File: src/rtl/core/str_pkg.sv
`default_nettype none
package str_pkg;

    localparam int WIN_BYTES  = 8;
    localparam int KEPT_CHARS = 4;
    localparam int LEN_BITS   = 16;

    localparam int CNT_W     = $clog2(WIN_BYTES + 1);
    localparam int WIN_IDX_W = $clog2(WIN_BYTES);
    localparam int KCNT_W    = $clog2(KEPT_CHARS + 2);
    localparam int KIDX_W    = (KEPT_CHARS > 1) ? $clog2(KEPT_CHARS) : 1;
    localparam int MAXLEN_W  = 16;
    localparam int CMP_W     = (LEN_BITS > MAXLEN_W) ? LEN_BITS : MAXLEN_W;

    localparam int NUM_PATS   = 13;
    localparam int PAT_MAX    = 7;
    localparam int BEARER_LEN = 7;
    localparam int RED_LEN    = 10;
    localparam int SEQ_W      = 4;
    localparam int HLEN_W     = 3;

    localparam logic [7:0] DOT_CHAR = 8'h2E;

    // Emission sources.
    localparam logic [1:0] SRC_WIN  = 2'd0;
    localparam logic [1:0] SRC_KEPT = 2'd1;
    localparam logic [1:0] SRC_RED  = 2'd2;

    // Match modes.
    localparam logic [1:0] MODE_IDLE   = 2'd0;
    localparam logic [1:0] MODE_BEARER = 2'd1;
    localparam logic [1:0] MODE_PREFIX = 2'd2;

    // Pattern check outcomes.
    localparam logic [1:0] ST_FAIL = 2'd0;
    localparam logic [1:0] ST_OPEN = 2'd1;
    localparam logic [1:0] ST_HIT  = 2'd2;

    typedef logic [7:0] byte_t;
    typedef byte_t win_t [WIN_BYTES];

    // Pattern zero is the bearer prefix, compared case-insensitively.
    localparam byte_t PAT_TXT [NUM_PATS][PAT_MAX] = '{
        '{"b", "e", "a", "r", "e", "r", " "},
        '{"s", "k", "-", 8'h00, 8'h00, 8'h00, 8'h00},
        '{"x", "o", "x", "b", "-", 8'h00, 8'h00},
        '{"x", "o", "x", "p", "-", 8'h00, 8'h00},
        '{"g", "h", "p", "_", 8'h00, 8'h00, 8'h00},
        '{"g", "h", "o", "_", 8'h00, 8'h00, 8'h00},
        '{"g", "h", "s", "_", 8'h00, 8'h00, 8'h00},
        '{"g", "h", "u", "_", 8'h00, 8'h00, 8'h00},
        '{"g", "l", "p", "a", "t", "-", 8'h00},
        '{"A", "K", "I", "A", 8'h00, 8'h00, 8'h00},
        '{"p", "y", "p", "i", "-", 8'h00, 8'h00},
        '{"n", "p", "m", "_", 8'h00, 8'h00, 8'h00},
        '{"s", "h", "p", "a", "t", "_", 8'h00}
    };

    localparam logic [HLEN_W-1:0] PAT_LEN [NUM_PATS] = '{
        3'd7, 3'd3, 3'd5, 3'd5, 3'd4, 3'd4, 3'd4, 3'd4, 3'd6, 3'd4, 3'd5, 3'd4, 3'd6
    };

    localparam byte_t RED_TXT [RED_LEN] = '{
        "[", "R", "E", "D", "A", "C", "T", "E", "D", "]"
    };

    typedef struct packed {
        logic             append;
        logic             emit;
        logic [1:0]       src;
        logic [SEQ_W-1:0] idx;
        logic             drop_one;
        logic             token_step;
        logic             take_bearer;
        logic             latch_hit;
        logic             take_hit;
        logic             close_done;
        logic             set_idle;
        logic             flush;
    } str_cmd_t;

    typedef struct packed {
        logic       pend_zero;
        logic [1:0] mode;
        logic       win0_secret;
        logic       any_open;
        logic       bearer_hit;
        logic       prefix_hit;
        logic       kept_full;
        logic       busy;
        logic       last;
    } str_sts_t;

    function automatic logic secret_char(input byte_t c);
        return (c >= "0" && c <= "9") || (c >= "a" && c <= "z") ||
               (c >= "A" && c <= "Z") || c == "-" || c == "_" || c == "." ||
               c == ":";
    endfunction

    function automatic byte_t to_lower(input byte_t c);
        return (c >= "A" && c <= "Z") ? byte_t'(c + 8'd32) : c;
    endfunction

    function automatic logic [1:0] check_pat(input win_t w, input logic [CNT_W-1:0] cnt,
                                             input int p, input logic frc);
        logic                ok;
        byte_t               c;
        logic [CNT_W:0]      need;
        ok = 1'b1;
        for (int j = 0; j < PAT_MAX; j++) begin
            c = (p == 0) ? to_lower(w[j]) : w[j];
            if ((j < int'(PAT_LEN[p])) && (j < int'(cnt)) && (c != PAT_TXT[p][j])) begin
                ok = 1'b0;
            end
        end
        need = (CNT_W + 1)'(PAT_LEN[p]) + 1'b1;
        if (!ok) begin
            return ST_FAIL;
        end
        if ({1'b0, cnt} < need) begin
            return frc ? ST_FAIL : ST_OPEN;
        end
        return secret_char(w[WIN_IDX_W'(PAT_LEN[p])]) ? ST_HIT : ST_FAIL;
    endfunction

endpackage
`default_nettype wire

File: src/rtl/core/secret_token_redactor.sv
// A request is accepted while idle; each following scan cycle settles one decision on the
// lookahead window, a pass-through byte being emitted in its own scan cycle, while prefix,
// kept-character and marker bursts emit one byte per cycle; a flush state closes the step.
// A plain pass-through byte goes through accept, emit, scan and close before the next request;
// the three truncation dots and a full output queue stall emitting scans, bursts and the flush.
// Synchronous active-low reset empties the window, counters and queue; truncation on, limit 200.
`default_nettype none
module secret_token_redactor (
    input  wire logic        aclk,
    input  wire logic        aresetn,
    input  wire logic        s_valid,
    output logic             s_ready,
    input  wire logic [7:0]  s_data_byte,
    input  wire logic        s_last_byte,
    output logic             m_valid,
    input  wire logic        m_ready,
    output logic [7:0]       m_out_byte,
    output logic             m_run_last,
    output logic             m_message_end,
    input  wire logic        cfg_valid,
    output logic             cfg_ready,
    input  wire logic        cfg_index,
    input  wire logic [15:0] cfg_data
);
    import str_pkg::*;

    str_cmd_t cmd;
    str_sts_t sts;

    // Configuration writes are always taken; the user must issue them only while the block is idle.
    assign cfg_ready = 1'b1;

    // The controller walks the lookahead window one decision per cycle unless output is busy, and
    // sequences the multi-byte bursts (bearer prefix, kept token characters and the redaction marker).
    str_ctrl u_ctrl (
        .aclk    (aclk),
        .aresetn (aresetn),
        .s_valid (s_valid),
        .s_ready (s_ready),
        .sts     (sts),
        .cmd     (cmd)
    );

    // The datapath holds the window, the pattern matchers, the length limiter and a small
    // output queue, so that results drain while the next request is being worked on.
    str_dp u_dp (
        .aclk          (aclk),
        .aresetn       (aresetn),
        .s_data_byte   (s_data_byte),
        .s_last_byte   (s_last_byte),
        .cfg_valid     (cfg_valid),
        .cfg_index     (cfg_index),
        .cfg_data      (cfg_data),
        .m_valid       (m_valid),
        .m_ready       (m_ready),
        .m_out_byte    (m_out_byte),
        .m_run_last    (m_run_last),
        .m_message_end (m_message_end),
        .cmd           (cmd),
        .sts           (sts)
    );

`ifndef SYNTHESIS
    // A byte is only emitted when the result path can take it.
    a_emit_not_busy: assert property (@(posedge aclk) disable iff (!aresetn)
        cmd.emit |-> !sts.busy)
        else $error("emission issued while output path busy");

    // The step is only closed once all truncation dots have been produced.
    a_flush_not_busy: assert property (@(posedge aclk) disable iff (!aresetn)
        cmd.flush |-> !sts.busy)
        else $error("step closed with output still pending");

    // One request at a time: after an accept the controller is busy scanning.
    a_one_at_a_time: assert property (@(posedge aclk) disable iff (!aresetn)
        (s_valid && s_ready) |=> !s_ready)
        else $error("second request accepted before step finished");
`endif

endmodule
`default_nettype wire

File: src/rtl/core/str_ctrl.sv
`default_nettype none
module str_ctrl (
    input  wire logic              aclk,
    input  wire logic              aresetn,
    input  wire logic              s_valid,
    output logic                   s_ready,
    input  wire str_pkg::str_sts_t sts,
    output str_pkg::str_cmd_t      cmd
);
    import str_pkg::*;

    localparam logic [2:0] S_IDLE  = 3'd0;
    localparam logic [2:0] S_SCAN  = 3'd1;
    localparam logic [2:0] S_PFX   = 3'd2;
    localparam logic [2:0] S_KEPT  = 3'd3;
    localparam logic [2:0] S_RED   = 3'd4;
    localparam logic [2:0] S_FLUSH = 3'd5;

    localparam logic [1:0] RK_HIT   = 2'd0;
    localparam logic [1:0] RK_CLOSE = 2'd1;
    localparam logic [1:0] RK_END   = 2'd2;

    logic [2:0]       state_reg, state_next;
    logic [SEQ_W-1:0] idx_reg, idx_next;
    logic [1:0]       kind_reg, kind_next;

    assign s_ready = (state_reg == S_IDLE);

    always_comb begin
        state_next = state_reg;
        idx_next   = idx_reg;
        kind_next  = kind_reg;
        cmd        = '0;
        cmd.idx    = idx_reg;
        case (state_reg)
            S_IDLE: begin
                if (s_valid) begin
                    cmd.append = 1'b1;
                    state_next = S_SCAN;
                end
            end
            S_SCAN: begin
                idx_next = '0;
                if (sts.pend_zero) begin
                    if (sts.last && sts.mode == MODE_BEARER) begin
                        kind_next  = RK_END;
                        state_next = sts.kept_full ? S_KEPT : S_RED;
                    end else begin
                        state_next = S_FLUSH;
                    end
                end else if (sts.mode != MODE_IDLE) begin
                    if (sts.win0_secret) begin
                        cmd.token_step = 1'b1;
                    end else if (sts.mode == MODE_BEARER) begin
                        kind_next  = RK_CLOSE;
                        state_next = sts.kept_full ? S_KEPT : S_RED;
                    end else begin
                        cmd.set_idle = 1'b1;
                    end
                end else if (sts.any_open) begin
                    state_next = S_FLUSH;
                end else if (sts.bearer_hit) begin
                    state_next = S_PFX;
                end else if (sts.prefix_hit) begin
                    cmd.latch_hit = 1'b1;
                    kind_next     = RK_HIT;
                    state_next    = S_RED;
                end else if (!sts.busy) begin
                    cmd.emit     = 1'b1;
                    cmd.src      = SRC_WIN;
                    cmd.idx      = '0;
                    cmd.drop_one = 1'b1;
                end
            end
            S_PFX: begin
                if (!sts.busy) begin
                    cmd.emit = 1'b1;
                    cmd.src  = SRC_WIN;
                    if (idx_reg == SEQ_W'(BEARER_LEN - 1)) begin
                        cmd.take_bearer = 1'b1;
                        state_next      = S_SCAN;
                    end else begin
                        idx_next = idx_reg + 1'b1;
                    end
                end
            end
            S_KEPT: begin
                if (!sts.busy) begin
                    cmd.emit = 1'b1;
                    cmd.src  = SRC_KEPT;
                    if (idx_reg == SEQ_W'(KEPT_CHARS - 1)) begin
                        idx_next   = '0;
                        state_next = S_RED;
                    end else begin
                        idx_next = idx_reg + 1'b1;
                    end
                end
            end
            S_RED: begin
                if (!sts.busy) begin
                    cmd.emit = 1'b1;
                    cmd.src  = SRC_RED;
                    if (idx_reg == SEQ_W'(RED_LEN - 1)) begin
                        idx_next = '0;
                        case (kind_reg)
                            RK_HIT: begin
                                cmd.take_hit = 1'b1;
                                state_next   = S_SCAN;
                            end
                            RK_CLOSE: begin
                                cmd.close_done = 1'b1;
                                state_next     = S_SCAN;
                            end
                            RK_END: begin
                                cmd.close_done = 1'b1;
                                state_next     = S_FLUSH;
                            end
                            default: begin
                                state_next = S_SCAN;
                            end
                        endcase
                    end else begin
                        idx_next = idx_reg + 1'b1;
                    end
                end
            end
            S_FLUSH: begin
                if (!sts.busy) begin
                    cmd.flush  = 1'b1;
                    state_next = S_IDLE;
                end
            end
            default: begin
                state_next = S_IDLE;
            end
        endcase
    end

    always_ff @(posedge aclk) begin
        if (!aresetn) begin
            state_reg <= S_IDLE;
            idx_reg   <= '0;
            kind_reg  <= RK_HIT;
        end else begin
            state_reg <= state_next;
            idx_reg   <= idx_next;
            kind_reg  <= kind_next;
        end
    end

endmodule
`default_nettype wire

File: src/rtl/core/str_dp.sv
`default_nettype none
module str_dp (
    input  wire logic              aclk,
    input  wire logic              aresetn,
    input  wire logic [7:0]        s_data_byte,
    input  wire logic              s_last_byte,
    input  wire logic              cfg_valid,
    input  wire logic              cfg_index,
    input  wire logic [15:0]       cfg_data,
    output logic                   m_valid,
    input  wire logic              m_ready,
    output logic [7:0]             m_out_byte,
    output logic                   m_run_last,
    output logic                   m_message_end,
    input  wire str_pkg::str_cmd_t cmd,
    output str_pkg::str_sts_t      sts
);
    import str_pkg::*;

    localparam int FDEPTH = 4;
    localparam int FPTR_W = $clog2(FDEPTH);
    localparam int FCNT_W = $clog2(FDEPTH + 1);

    typedef logic [9:0] res_t;

    win_t                 win_reg, win_next;
    logic [CNT_W-1:0]     cnt_reg, cnt_next;
    logic [1:0]           mode_reg, mode_next;
    byte_t                kept_reg [KEPT_CHARS];
    byte_t                kept_next [KEPT_CHARS];
    logic [KCNT_W-1:0]    kcnt_reg, kcnt_next;
    logic [LEN_BITS-1:0]  emitted_reg, emitted_next;
    logic                 trunc_reg, trunc_next;
    logic                 te_reg, te_next;
    logic [MAXLEN_W-1:0]  maxlen_reg, maxlen_next;
    logic                 last_reg, last_next;
    logic [HLEN_W-1:0]    hitlen_reg, hitlen_next;
    logic [1:0]           dots_reg, dots_next;
    logic                 hold_valid_reg, hold_valid_next;
    byte_t                hold_byte_reg, hold_byte_next;
    logic                 hold_end_reg, hold_end_next;
    res_t                 fifo_reg [FDEPTH];
    logic [FPTR_W-1:0]    wr_ptr_reg, wr_ptr_next;
    logic [FPTR_W-1:0]    rd_ptr_reg, rd_ptr_next;
    logic [FCNT_W-1:0]    fcnt_reg, fcnt_next;

    logic [1:0]           st [NUM_PATS];
    logic                 frc;
    logic                 any_open;
    logic                 pfx_hit;
    logic [HLEN_W-1:0]    hit_len;
    logic                 fifo_full;
    logic                 can_produce;
    logic                 busy;
    byte_t                emit_byte;
    logic                 prod;
    byte_t                prod_byte;
    logic                 prod_end;
    logic                 push;
    res_t                 push_data;
    logic                 pop;
    logic [CNT_W-1:0]     drop_n;
    logic [CNT_W:0]       src_pos;

    assign frc = last_reg | (cnt_reg >= CNT_W'(WIN_BYTES));

    always_comb begin
        any_open = 1'b0;
        pfx_hit  = 1'b0;
        hit_len  = '0;
        for (int p = 0; p < NUM_PATS; p++) begin
            st[p] = check_pat(win_reg, cnt_reg, p, frc);
            if (st[p] == ST_OPEN) begin
                any_open = 1'b1;
            end
        end
        for (int p = NUM_PATS - 1; p >= 1; p--) begin
            if (st[p] == ST_HIT) begin
                pfx_hit = 1'b1;
                hit_len = PAT_LEN[p];
            end
        end
    end

    assign fifo_full   = (fcnt_reg == FCNT_W'(FDEPTH));
    assign can_produce = !hold_valid_reg || !fifo_full;
    assign busy        = (dots_reg != 2'd0) || !can_produce;
    assign pop         = m_valid && m_ready;

    always_comb begin
        case (cmd.src)
            SRC_WIN:  emit_byte = win_reg[cmd.idx[WIN_IDX_W-1:0]];
            SRC_KEPT: emit_byte = kept_reg[cmd.idx[KIDX_W-1:0]];
            SRC_RED:  emit_byte = (cmd.idx < SEQ_W'(RED_LEN)) ? RED_TXT[cmd.idx] : 8'h00;
            default:  emit_byte = 8'h00;
        endcase
    end

    always_comb begin
        win_next        = win_reg;
        cnt_next        = cnt_reg;
        mode_next       = mode_reg;
        kept_next       = kept_reg;
        kcnt_next       = kcnt_reg;
        emitted_next    = emitted_reg;
        trunc_next      = trunc_reg;
        te_next         = te_reg;
        maxlen_next     = maxlen_reg;
        last_next       = last_reg;
        hitlen_next     = hitlen_reg;
        dots_next       = dots_reg;
        hold_valid_next = hold_valid_reg;
        hold_byte_next  = hold_byte_reg;
        hold_end_next   = hold_end_reg;
        prod            = 1'b0;
        prod_byte       = DOT_CHAR;
        prod_end        = 1'b0;
        push            = 1'b0;
        push_data       = '0;
        drop_n          = '0;
        src_pos         = '0;

        if (cfg_valid) begin
            if (cfg_index == 1'b0) begin
                te_next = cfg_data[0];
            end else begin
                maxlen_next = cfg_data;
            end
        end

        if (cmd.append) begin
            last_next = s_last_byte;
            if (cnt_reg < CNT_W'(WIN_BYTES)) begin
                win_next[cnt_reg[WIN_IDX_W-1:0]] = s_data_byte;
                cnt_next = cnt_reg + 1'b1;
            end
        end

        // Trailing dots of a truncation drain ahead of anything else.
        if (dots_reg != 2'd0 && can_produce) begin
            prod      = 1'b1;
            prod_byte = DOT_CHAR;
            prod_end  = (dots_reg == 2'd1);
            dots_next = dots_reg - 1'b1;
        end

        if (cmd.emit && !trunc_reg) begin
            if (te_reg && (CMP_W'(emitted_reg) >= CMP_W'(maxlen_reg))) begin
                prod       = 1'b1;
                prod_byte  = DOT_CHAR;
                prod_end   = 1'b0;
                dots_next  = 2'd2;
                trunc_next = 1'b1;
            end else begin
                prod      = 1'b1;
                prod_byte = emit_byte;
                prod_end  = 1'b0;
                if (emitted_reg != '1) begin
                    emitted_next = emitted_reg + 1'b1;
                end
            end
        end

        if (prod) begin
            if (hold_valid_reg) begin
                push      = 1'b1;
                push_data = {hold_byte_reg, 1'b0, hold_end_reg};
            end
            hold_valid_next = 1'b1;
            hold_byte_next  = prod_byte;
            hold_end_next   = prod_end;
        end

        if (cmd.token_step) begin
            if (mode_reg == MODE_BEARER) begin
                if (kcnt_reg < KCNT_W'(KEPT_CHARS)) begin
                    kept_next[kcnt_reg[KIDX_W-1:0]] = win_reg[0];
                end
                if (kcnt_reg <= KCNT_W'(KEPT_CHARS)) begin
                    kcnt_next = kcnt_reg + 1'b1;
                end
            end
            drop_n = CNT_W'(1);
        end
        if (cmd.drop_one) begin
            drop_n = CNT_W'(1);
        end
        if (cmd.take_bearer) begin
            drop_n    = CNT_W'(BEARER_LEN);
            mode_next = MODE_BEARER;
            kcnt_next = '0;
        end
        if (cmd.latch_hit) begin
            hitlen_next = hit_len;
        end
        if (cmd.take_hit) begin
            drop_n    = CNT_W'(hitlen_reg);
            mode_next = MODE_PREFIX;
        end
        if (cmd.close_done) begin
            kcnt_next = '0;
            mode_next = MODE_IDLE;
        end
        if (cmd.set_idle) begin
            mode_next = MODE_IDLE;
        end

        if (drop_n != '0) begin
            for (int k = 0; k < WIN_BYTES; k++) begin
                src_pos = (CNT_W + 1)'(k) + {1'b0, drop_n};
                if (src_pos < (CNT_W + 1)'(WIN_BYTES)) begin
                    win_next[k] = win_reg[src_pos[WIN_IDX_W-1:0]];
                end
            end
            cnt_next = cnt_reg - drop_n;
        end

        if (cmd.flush) begin
            if (hold_valid_reg) begin
                push      = 1'b1;
                push_data = {hold_byte_reg, 1'b1, hold_end_reg | (last_reg & ~trunc_reg)};
            end
            hold_valid_next = 1'b0;
            if (last_reg) begin
                cnt_next     = '0;
                mode_next    = MODE_IDLE;
                kcnt_next    = '0;
                emitted_next = '0;
                trunc_next   = 1'b0;
            end
        end
    end

    always_comb begin
        wr_ptr_next = push ? wr_ptr_reg + 1'b1 : wr_ptr_reg;
        rd_ptr_next = pop ? rd_ptr_reg + 1'b1 : rd_ptr_reg;
        fcnt_next   = fcnt_reg + FCNT_W'(push) - FCNT_W'(pop);
    end

    assign m_valid       = (fcnt_reg != '0);
    assign m_out_byte    = fifo_reg[rd_ptr_reg][9:2];
    assign m_run_last    = fifo_reg[rd_ptr_reg][1];
    assign m_message_end = fifo_reg[rd_ptr_reg][0];

    assign sts.pend_zero   = (cnt_reg == '0);
    assign sts.mode        = mode_reg;
    assign sts.win0_secret = secret_char(win_reg[0]);
    assign sts.any_open    = any_open;
    assign sts.bearer_hit  = (st[0] == ST_HIT);
    assign sts.prefix_hit  = pfx_hit;
    assign sts.kept_full   = (kcnt_reg > KCNT_W'(KEPT_CHARS));
    assign sts.busy        = busy;
    assign sts.last        = last_reg;

    always_ff @(posedge aclk) begin
        win_reg       <= win_next;
        kept_reg      <= kept_next;
        hold_byte_reg <= hold_byte_next;
        hold_end_reg  <= hold_end_next;
        hitlen_reg    <= hitlen_next;
        last_reg      <= last_next;
        if (push) begin
            fifo_reg[wr_ptr_reg] <= push_data;
        end
    end

    always_ff @(posedge aclk) begin
        if (!aresetn) begin
            cnt_reg        <= '0;
            mode_reg       <= MODE_IDLE;
            kcnt_reg       <= '0;
            emitted_reg    <= '0;
            trunc_reg      <= 1'b0;
            te_reg         <= 1'b1;
            maxlen_reg     <= 16'd200;
            dots_reg       <= 2'd0;
            hold_valid_reg <= 1'b0;
            wr_ptr_reg     <= '0;
            rd_ptr_reg     <= '0;
            fcnt_reg       <= '0;
        end else begin
            cnt_reg        <= cnt_next;
            mode_reg       <= mode_next;
            kcnt_reg       <= kcnt_next;
            emitted_reg    <= emitted_next;
            trunc_reg      <= trunc_next;
            te_reg         <= te_next;
            maxlen_reg     <= maxlen_next;
            dots_reg       <= dots_next;
            hold_valid_reg <= hold_valid_next;
            wr_ptr_reg     <= wr_ptr_next;
            rd_ptr_reg     <= rd_ptr_next;
            fcnt_reg       <= fcnt_next;
        end
    end

endmodule
`default_nettype wire
File: config.mk
export PLATFORM = sky130hd
export DESIGN_NAME = secret_token_redactor
export DESIGN_NICKNAME = d
export VERILOG_FILES = /design/src/rtl/core/str_pkg.sv /design/src/rtl/core/secret_token_redactor.sv /design/src/rtl/core/str_ctrl.sv /design/src/rtl/core/str_dp.sv
export SDC_FILE = /design/constraint.sdc
export NUM_CORES = 1
export LEC_CHECK = 0
export ABC_AREA = 1
export BUFFER_PORTS_ARGS = -buffer_cell sky130_fd_sc_hd__buf_2
export CORE_MARGIN = 4
export CORE_UTILIZATION = 37
export CTS_CLUSTER_SIZE = 8
export DETAILED_ROUTE_END_ITERATION = 10
export HOLD_SLACK_MARGIN = 0.05
export SLEW_MARGIN = 30
export SYNTH_ARGS = -nofsm -noshare
export SYNTH_HDL_FRONTEND = slang
export SYNTH_SLANG_ARGS = --single-unit
export TNS_END_PERCENT = 1
File: constraint.sdc
create_clock -name aclk -period 4.29 [get_ports aclk]
set_input_delay 0.858 -clock aclk [delete_from_list [all_inputs] [get_ports aclk]]
set_output_delay 0.858 -clock aclk [all_outputs]
set_load 0.005 [all_outputs]
# Word level (Yosys, flattened, before mapping)
# Memories as Yosys holds them, arrays and structs flattened. A register that Yosys moved wholly into a read port is not among the register bits.
# Cells that the tools add are included.
# word_totals
ff_bits	171
ramBits	40
mem_bits_ro	128
inputBits	31
output_inout_bits	13
elab_cells	748
n_memories	2
# mem_list
name	depth	word_bits	rd	rd_clocked_by_memory_dff	wr	line_no	text
(no name shown)	16	8	1	0	0	str_dp.sv:94	SRC_RED: emit_byte = (cmd.idx < SEQ_W'(RED_LEN)) ? RED_TXT[cmd.idx] : 8'h00;
u_dp.fifo_reg	4	10	1	1	1	str_dp.sv:42	res_t fifo_reg [FDEPTH];
# op_classes
n_addsub	24
n_lt_le_gt_ge	82
n_eq_ne	121
muxes	338
n_bitwise	21
reduce_logical	128
# op_table
cell	count
two-way mux 8 bit	45
inequality test 8 x 7 -> 1 bit, second input constant	34
binary-select mux 8 bit (select 3 bit)	9
two-way mux 64 bit	3
two-way mux 2 bit	79
equality test 8 x 6 -> 1 bit, second input constant	18
two-way mux 1 bit	130
two-way mux 3 bit	41
>= comparator 8 x 7 -> 1 bit, second input constant	14
<= comparator 8 x 7 -> 1 bit, second input constant	14
two-way mux 16 bit	5
logical AND 1 bit	65
bitwise mux 64 bit	1
adder 8 x 6 -> 8 bit, second input constant	7
equality test 8 x 7 -> 1 bit, second input constant	6
>= comparator 8 x 6 -> 1 bit, second input constant	6
<= comparator 8 x 6 -> 1 bit, second input constant	6
>= comparator 4 bit, second input constant	11
two-way mux 4 bit	11
two-way mux 10 bit	4
NOT 3 -> 4 bit	10
logical OR 1 bit	38
less-than comparator 5 x 4 -> 1 bit, second input constant	7
equality test 2 x 1 -> 1 bit, second input constant	17
69 further kinds	133

# Logic depth before layout (Yosys ltp)
# logic_depth
ltp_word	45
mapped_depth	32
mapped_depth_nobuf	27

# Hierarchy
# A second synthesis with hierarchy kept.
# unflattened
cells_unflattened	2192
area_unflattened_um2	15123.3
# modules_own_cells
mod	n_inst	cells_per_inst	area_per_inst_um2	seq_area_each_um2
str_dp	1	2021	14092.3	5014.8
str_ctrl	1	169	1019.7	180.2
secret_token_redactor	1	2	11.3	0.0

# Least setup slack after synthesis
# No wires, ideal clock.
# synth_path
kind	reg2reg
start	register u_dp.cnt_reg[1]
end	register u_dp.win_reg[6] (netlist name)
setup_ns	0.117
arrival_time_ns	3.585
required_time_ns	4.173
setup_slack_ns	0.588
stages_incl_launch_ff	29
n_path_buf	3
synth_period_minus_slack_ns	3.702
cell_sequence	dfxtp_1 > inv_1 > ha_1 > inv_1 > nand2_1 > nand2_1 > nand2_1 > nand2_1 > nor2_1 > nand2_1 > inv_2 > nand3_1 > nand3_1 > nor2_1 > nand4_2 > nor2_4 > nand2_4 > nand2_4 > nand2_2 > buf_8 > buf_6 > ha_1 > xor2_1 > clkinv_1 > clkbuf_1 > nand2_1 > nand2_1 > nand2_1 > nand2_1
# synth_lines
element	line_no	text
from (decl)	str_dp.sv:27	logic [CNT_W-1:0] cnt_reg, cnt_next;
from (signal assigned)	str_dp.sv:282	cnt_reg <= cnt_next;
to (signal assigned)	str_dp.sv:256	win_reg <= win_next;
to (decl)	str_dp.sv:26	win_t win_reg, win_next;

# Worst setup path after layout
# layout_path
start	register u_dp.win_reg[37] (netlist name)
end	register u_dp.fcnt_reg[1]
# layout_between
elab_chain_cells	35
word_cells_on_any_way	136
classes_between	add/sub: 3; order compare: 6; eq/ne: 37; mux: 73; reduce/logical: 17
# layout_lines
element	line_no	text
>= comparator 8 x 7 -> 1 bit, or another cell as far along	str_pkg.sv:96, str_pkg.sv:101	
logical AND 1 bit, on equally long branches	n/a	
two-way mux 8 bit / logical OR 1 bit (equally long branches)	str_pkg.sv:101, str_pkg.sv:95	
inequality test 8 x 7 -> 1 bit / logical OR 1 bit (equally long branches)	str_pkg.sv:112, str_pkg.sv:95	
logical AND 1 bit / logical OR 1 bit (equally long branches)	str_pkg.sv:112, str_pkg.sv:96	
two-way mux 1 bit / logical OR 1 bit (equally long branches) (3 in a row)	str_pkg.sv:112, str_pkg.sv:96	
two-way mux 1 bit / two-way mux 2 bit (equally long branches)	str_pkg.sv:112, str_pkg.sv:123	
two-way mux 2 bit, on equally long branches	str_pkg.sv:120, str_pkg.sv:123	
[18 not listed]	n/a	
logical AND 1 bit *	str_dp.sv:147	if (cmd.emit && !trunc_reg) begin
two-way mux 1 bit *	str_dp.sv:147	
two-way mux 1 bit *	str_dp.sv:164	if (prod) begin
two-way mux 1 bit	str_dp.sv:219	if (hold_valid_reg) begin
two-way mux 1 bit *	str_dp.sv:218	if (cmd.flush) begin
via u_dp.push	str_dp.sv:59	logic push;
adder 3 x 1 -> 3 bit *	str_dp.sv:237	fcnt_next = fcnt_reg + FCNT_W'(push) - FCNT_W'(pop);
subtractor 3 x 1 -> 3 bit *	str_dp.sv:237	
to (signal assigned)	str_dp.sv:293	fcnt_reg <= fcnt_next;
to (decl)	str_dp.sv:45	logic [FCNT_W-1:0] fcnt_reg, fcnt_next;
# The timed path passes the listed nets; every way through them passes the cells marked *.
# A chain may end at the register's enable or synchronous reset.

==> results.md <==
Run status:
- The run finished with clean final reports.

Power:
- The overall power of the completed layout is 9940 µW.
- The power density normalized to cell area is 562 nW/µm².
- The highest ir drop seen on vdd is 0.000352 V.
- The cell leakage power is 0.00793 µW.

Global routing:
- For this run, global-route usage on met3 was measured as 3.49%.
- The first-pass GRT wire length is 92800 µm.
- The initial antenna violation count came to 0.
- The met1 track demand over resource is 32.5%.
- Entering global routing, the biggest net connects 72 pins.
- The via count of the first global-routing pass was 16100.
- The global routing stage identified its most utilized layer as met2.
- The total overflow left after global routing is 0.
- The overall routing resource usage is 25.4%.
- Global routing consumed, on the met2 layer, 41.3% of the routing resources.

Critical path:
- Counting stages on the worst path, the most repeated cell is nor2_1.
- The slowest stage of the critical path is the dfxtp_2 cell.
- For this run, the slowest stage of the critical path takes 500 ps.
- The critical path is of the reg2reg type.
- The slack of the worst reg-to-reg path is 190 ps.
- Traced cell by cell, the critical path runs through inv_1 > nor2_1 > nand2_1 > nor2_1 > nor2_1 > nor3_1 > nand3_1 > nand3_1 > nor2_1 > nand4_2 > nor2_4 > nand2b_1 > nand2_1 > nand2_1 > nand2_1 > o21ai_2 > inv_1 > ha_1 > inv_1 > fa_1 > nor2_1.
- For the worst setup path, the data arrival time is 4600 ps.
- STA puts the critical path data required time at 4790 ps.
- The element type at the critical path start is a flop.
- The worst setup path is captured at a flop.
- The maximum fanout encountered on the critical timing path is 12.

Timing:
- The post-layout minimum cycle time is 4100 ps.
- The max-slew violation total from the final report is 0.
- The hold violation total from the final report is 0.
- The post-route fraction of the period consumed by the critical path is 95.5%.
- The minimum hold slack is 463 ps.
- The worst pin sits at a relative slew slack of 40.6%.
- The final-report setup violation count is 0.
- Static timing analysis puts the maximum clock frequency at 244 MHz.
- The largest clock skew in the final design is 36.6 ps.
- Setup repair after global routing could not meet its margin everywhere.
- At the pin with the least slew margin, the transition time is 887 ps.
- The worst setup slack after layout is 192 ps.

Die:
- The floorplan step set the die width to 215 µm.
- The initial utilization of the core area, before any placement, comes to 37.6%.
- The die outline height is 215 µm.
- The placeable core region is 42100 µm².
- Pin placement for this block handled 44 I/O pins.
- Row generation in the floorplan step produced 75 rows.
- The die covers 46200 µm².

Yosys:
- In this run the biggest area consumer among cell types represents 17.6% of the synthesized area.
- The number of enable flip-flop cells after synthesis is 93.
- The cell area that synthesis handed to floorplanning was 15800 µm².
- In this run the mean area of a mapped cell was 6.55 µm².
- Synthesis inferred 213 register bits.
- The biggest area consumer among synthesized cells is edfxtp_1.
- The most common cell in the netlist is nand2_1.
- After synthesis, the cell types taking the most area are edfxtp_1 18%, dfxtp_1 15%, nand2_1 15%.
- The sequential-to-total area share from yosys stat is 32.8%.
- Counting every instance in the synthesized netlist gives 2415.
- The fraction of registers with async set/reset is 0%.
- Yosys mapped the design onto 60 distinct sky130hd cell types.
- The main flop type after synthesis is dfxtp_1.
- After synthesis, the most frequently instantiated cells are 636 x nand2_1, 419 x nand3_1, 244 x inv_1.
- The Yosys step of the flow raised 0 warnings.
- The net count of the mapped netlist is 2509.

Route:
- After detailed routing, the number of vias per cell comes to 5.65.
- Once detail routing completed, the nets flagged for antenna violations numbered 0.
- Summed over all layers, the routed wires come to 61100 µm.
- The detailed-router iteration count before antenna repair is 6.
- The DRC violation count after routing is 0.
- Dividing the detail-routed wire length by the instance count gives 20.2 µm.
- The detailed router finished its first iteration with 1584 violations.
- Across all layers, the routed design uses 17000 vias.

CTS:
- The deepest level of the CTS H-tree is 1.
- The setup fix buffers added after clock tree synthesis is 0.
- The clock-pin slew of the registers on the worst-case setup and hold paths is 60 ps.
- The root buffer cell is clkbuf_16.
- The post-cts resize count is 0.
- The maximum root-to-sink buffer count is 3.
- TritonCTS built the clock tree.
- The quantity of hold-fixing buffers added after cts is 0.
- The number of CTS-inserted buffers is 30.
- The number of sinks handled by clock tree synthesis is 213.
- For the worst-skew pair, the clock arrives at the later sink with an insertion delay of 600 ps.

Finish:
- The finished layout holds 3017 standard cells, fillers aside.
- The repair_antennas step left the layout with diodes totalling 0.
- The number of flip-flops in the largest register is 64.
- In the final layout, the multi-input gates occupy 9080 µm².
- The share of the core filled with cells is 42.0%.
- The area added between synthesis and finish is 11.8%.
- Cells with a size suffix above 1 make up 9.44% of the layout.
- The sequential cell area in the final layout is 5200 µm².
- The net count of the finished layout is 2555.
- The total of fill cells in the finished design is 4443.

Job:
- The number of max-cap violations is 0.

Placed design:
- Detailed placement finished with a half-perimeter wire length of 46200 µm.
- The count of port buffers added during placement is 42.
- The post-placement setup slack is 173 ps.
- At the end of routability-driven placement, the weighted congestion stood at 1.06.
- The number of cells in the design after placement is 2968.

Hold path:
- The class of the most critical hold timing path is reg2reg.
==> logic make-up after synthesis <==
kind of cell               after synthesis  synth area share (%)
muxes                                    2                 0.126
AOI/OAI and AO/OA                      337                  12.5
and+or+nand+nor                       1402                  38.7
adders and majority gates               63                  5.07
DFF                                    213                  32.8
xor gates and xnor gates                13                 0.767
buffers and inverters                  384                  9.99
other                                    1                0.0237
==> where the power goes <==
part	switching [µW]	total, µW	internal (µW)
Sequential	616	3200	2580
Clock	939	2230	1290
Combinational	3080	4510	1440
Total	4630	9940	5310
==> path summary, 6_finish.rpt <==
kind,from,to,depth (start not counted)
setup / recovery,u_dp.win_reg[37],u_dp.fcnt_reg[1],21
hold / removal,u_dp.maxlen_reg[1],u_dp.maxlen_reg[1],2
setup reg to reg,u_dp.win_reg[37],u_dp.fcnt_reg[1],21
hold reg to reg,u_dp.maxlen_reg[1],u_dp.maxlen_reg[1],2
==> stage by stage <==
stage / setup TNS, ps / cell area (µm²)
after floorplan: 0 / 15800
after global routing: -9.65 / 17700
after global placement: 0 / 16800
after detailed placement: 0 / 16800
final: 0 / 17700
after CTS: 0 / 17700
==> metal layers <==
layer,part of all wire [%],up-vias
met5,0,-
li1,-,8182
met3,7.4,191
met2,45,738
met1,41,7922
met4,6.9,0
==> critical path: cells and delay by family, from the launching register on <==
kind                       cells  cell delay [ps]
adders and majority gates      2              640
buffers and inverters          3              380
and+or+nand+nor               15             2080
DFF                            1              500
AOI/OAI and AO/OA              1              390
==> final cells by class <==
type,instances,area share [%]
Clock buffer,48,4.63
Clock inverter,1,0.170
Multi-Input combinational cell,1818,51.3
Sequential cell,213,29.4
Timing Repair Buffer,121,4.75
Tap cell,539,3.81
Inverter,277,5.88
==> cells in the final DEF (no fill, tap or decap), types with 37 or more instances in the layout <==
| cell type | netlist | final |
|---|---|---|
| o211ai_1 | 65 | 65 |
| o21ai_0 | 108 | 108 |
| a21oi_1 | 100 | 100 |
| buf_4 | 6 | 76 |
| nor2_1 | 223 | 220 |
| nand3_1 | 419 | 419 |
| ha_1 | 61 | 61 |
| nand2_1 | 636 | 636 |
| nor3_1 | 38 | 37 |
| dfxtp_1 | 120 | 113 |
| edfxtp_1 | 93 | 93 |
| buf_2 | 39 | 42 |
| inv_1 | 244 | 243 |
Power figures use the tool's default switching activity.
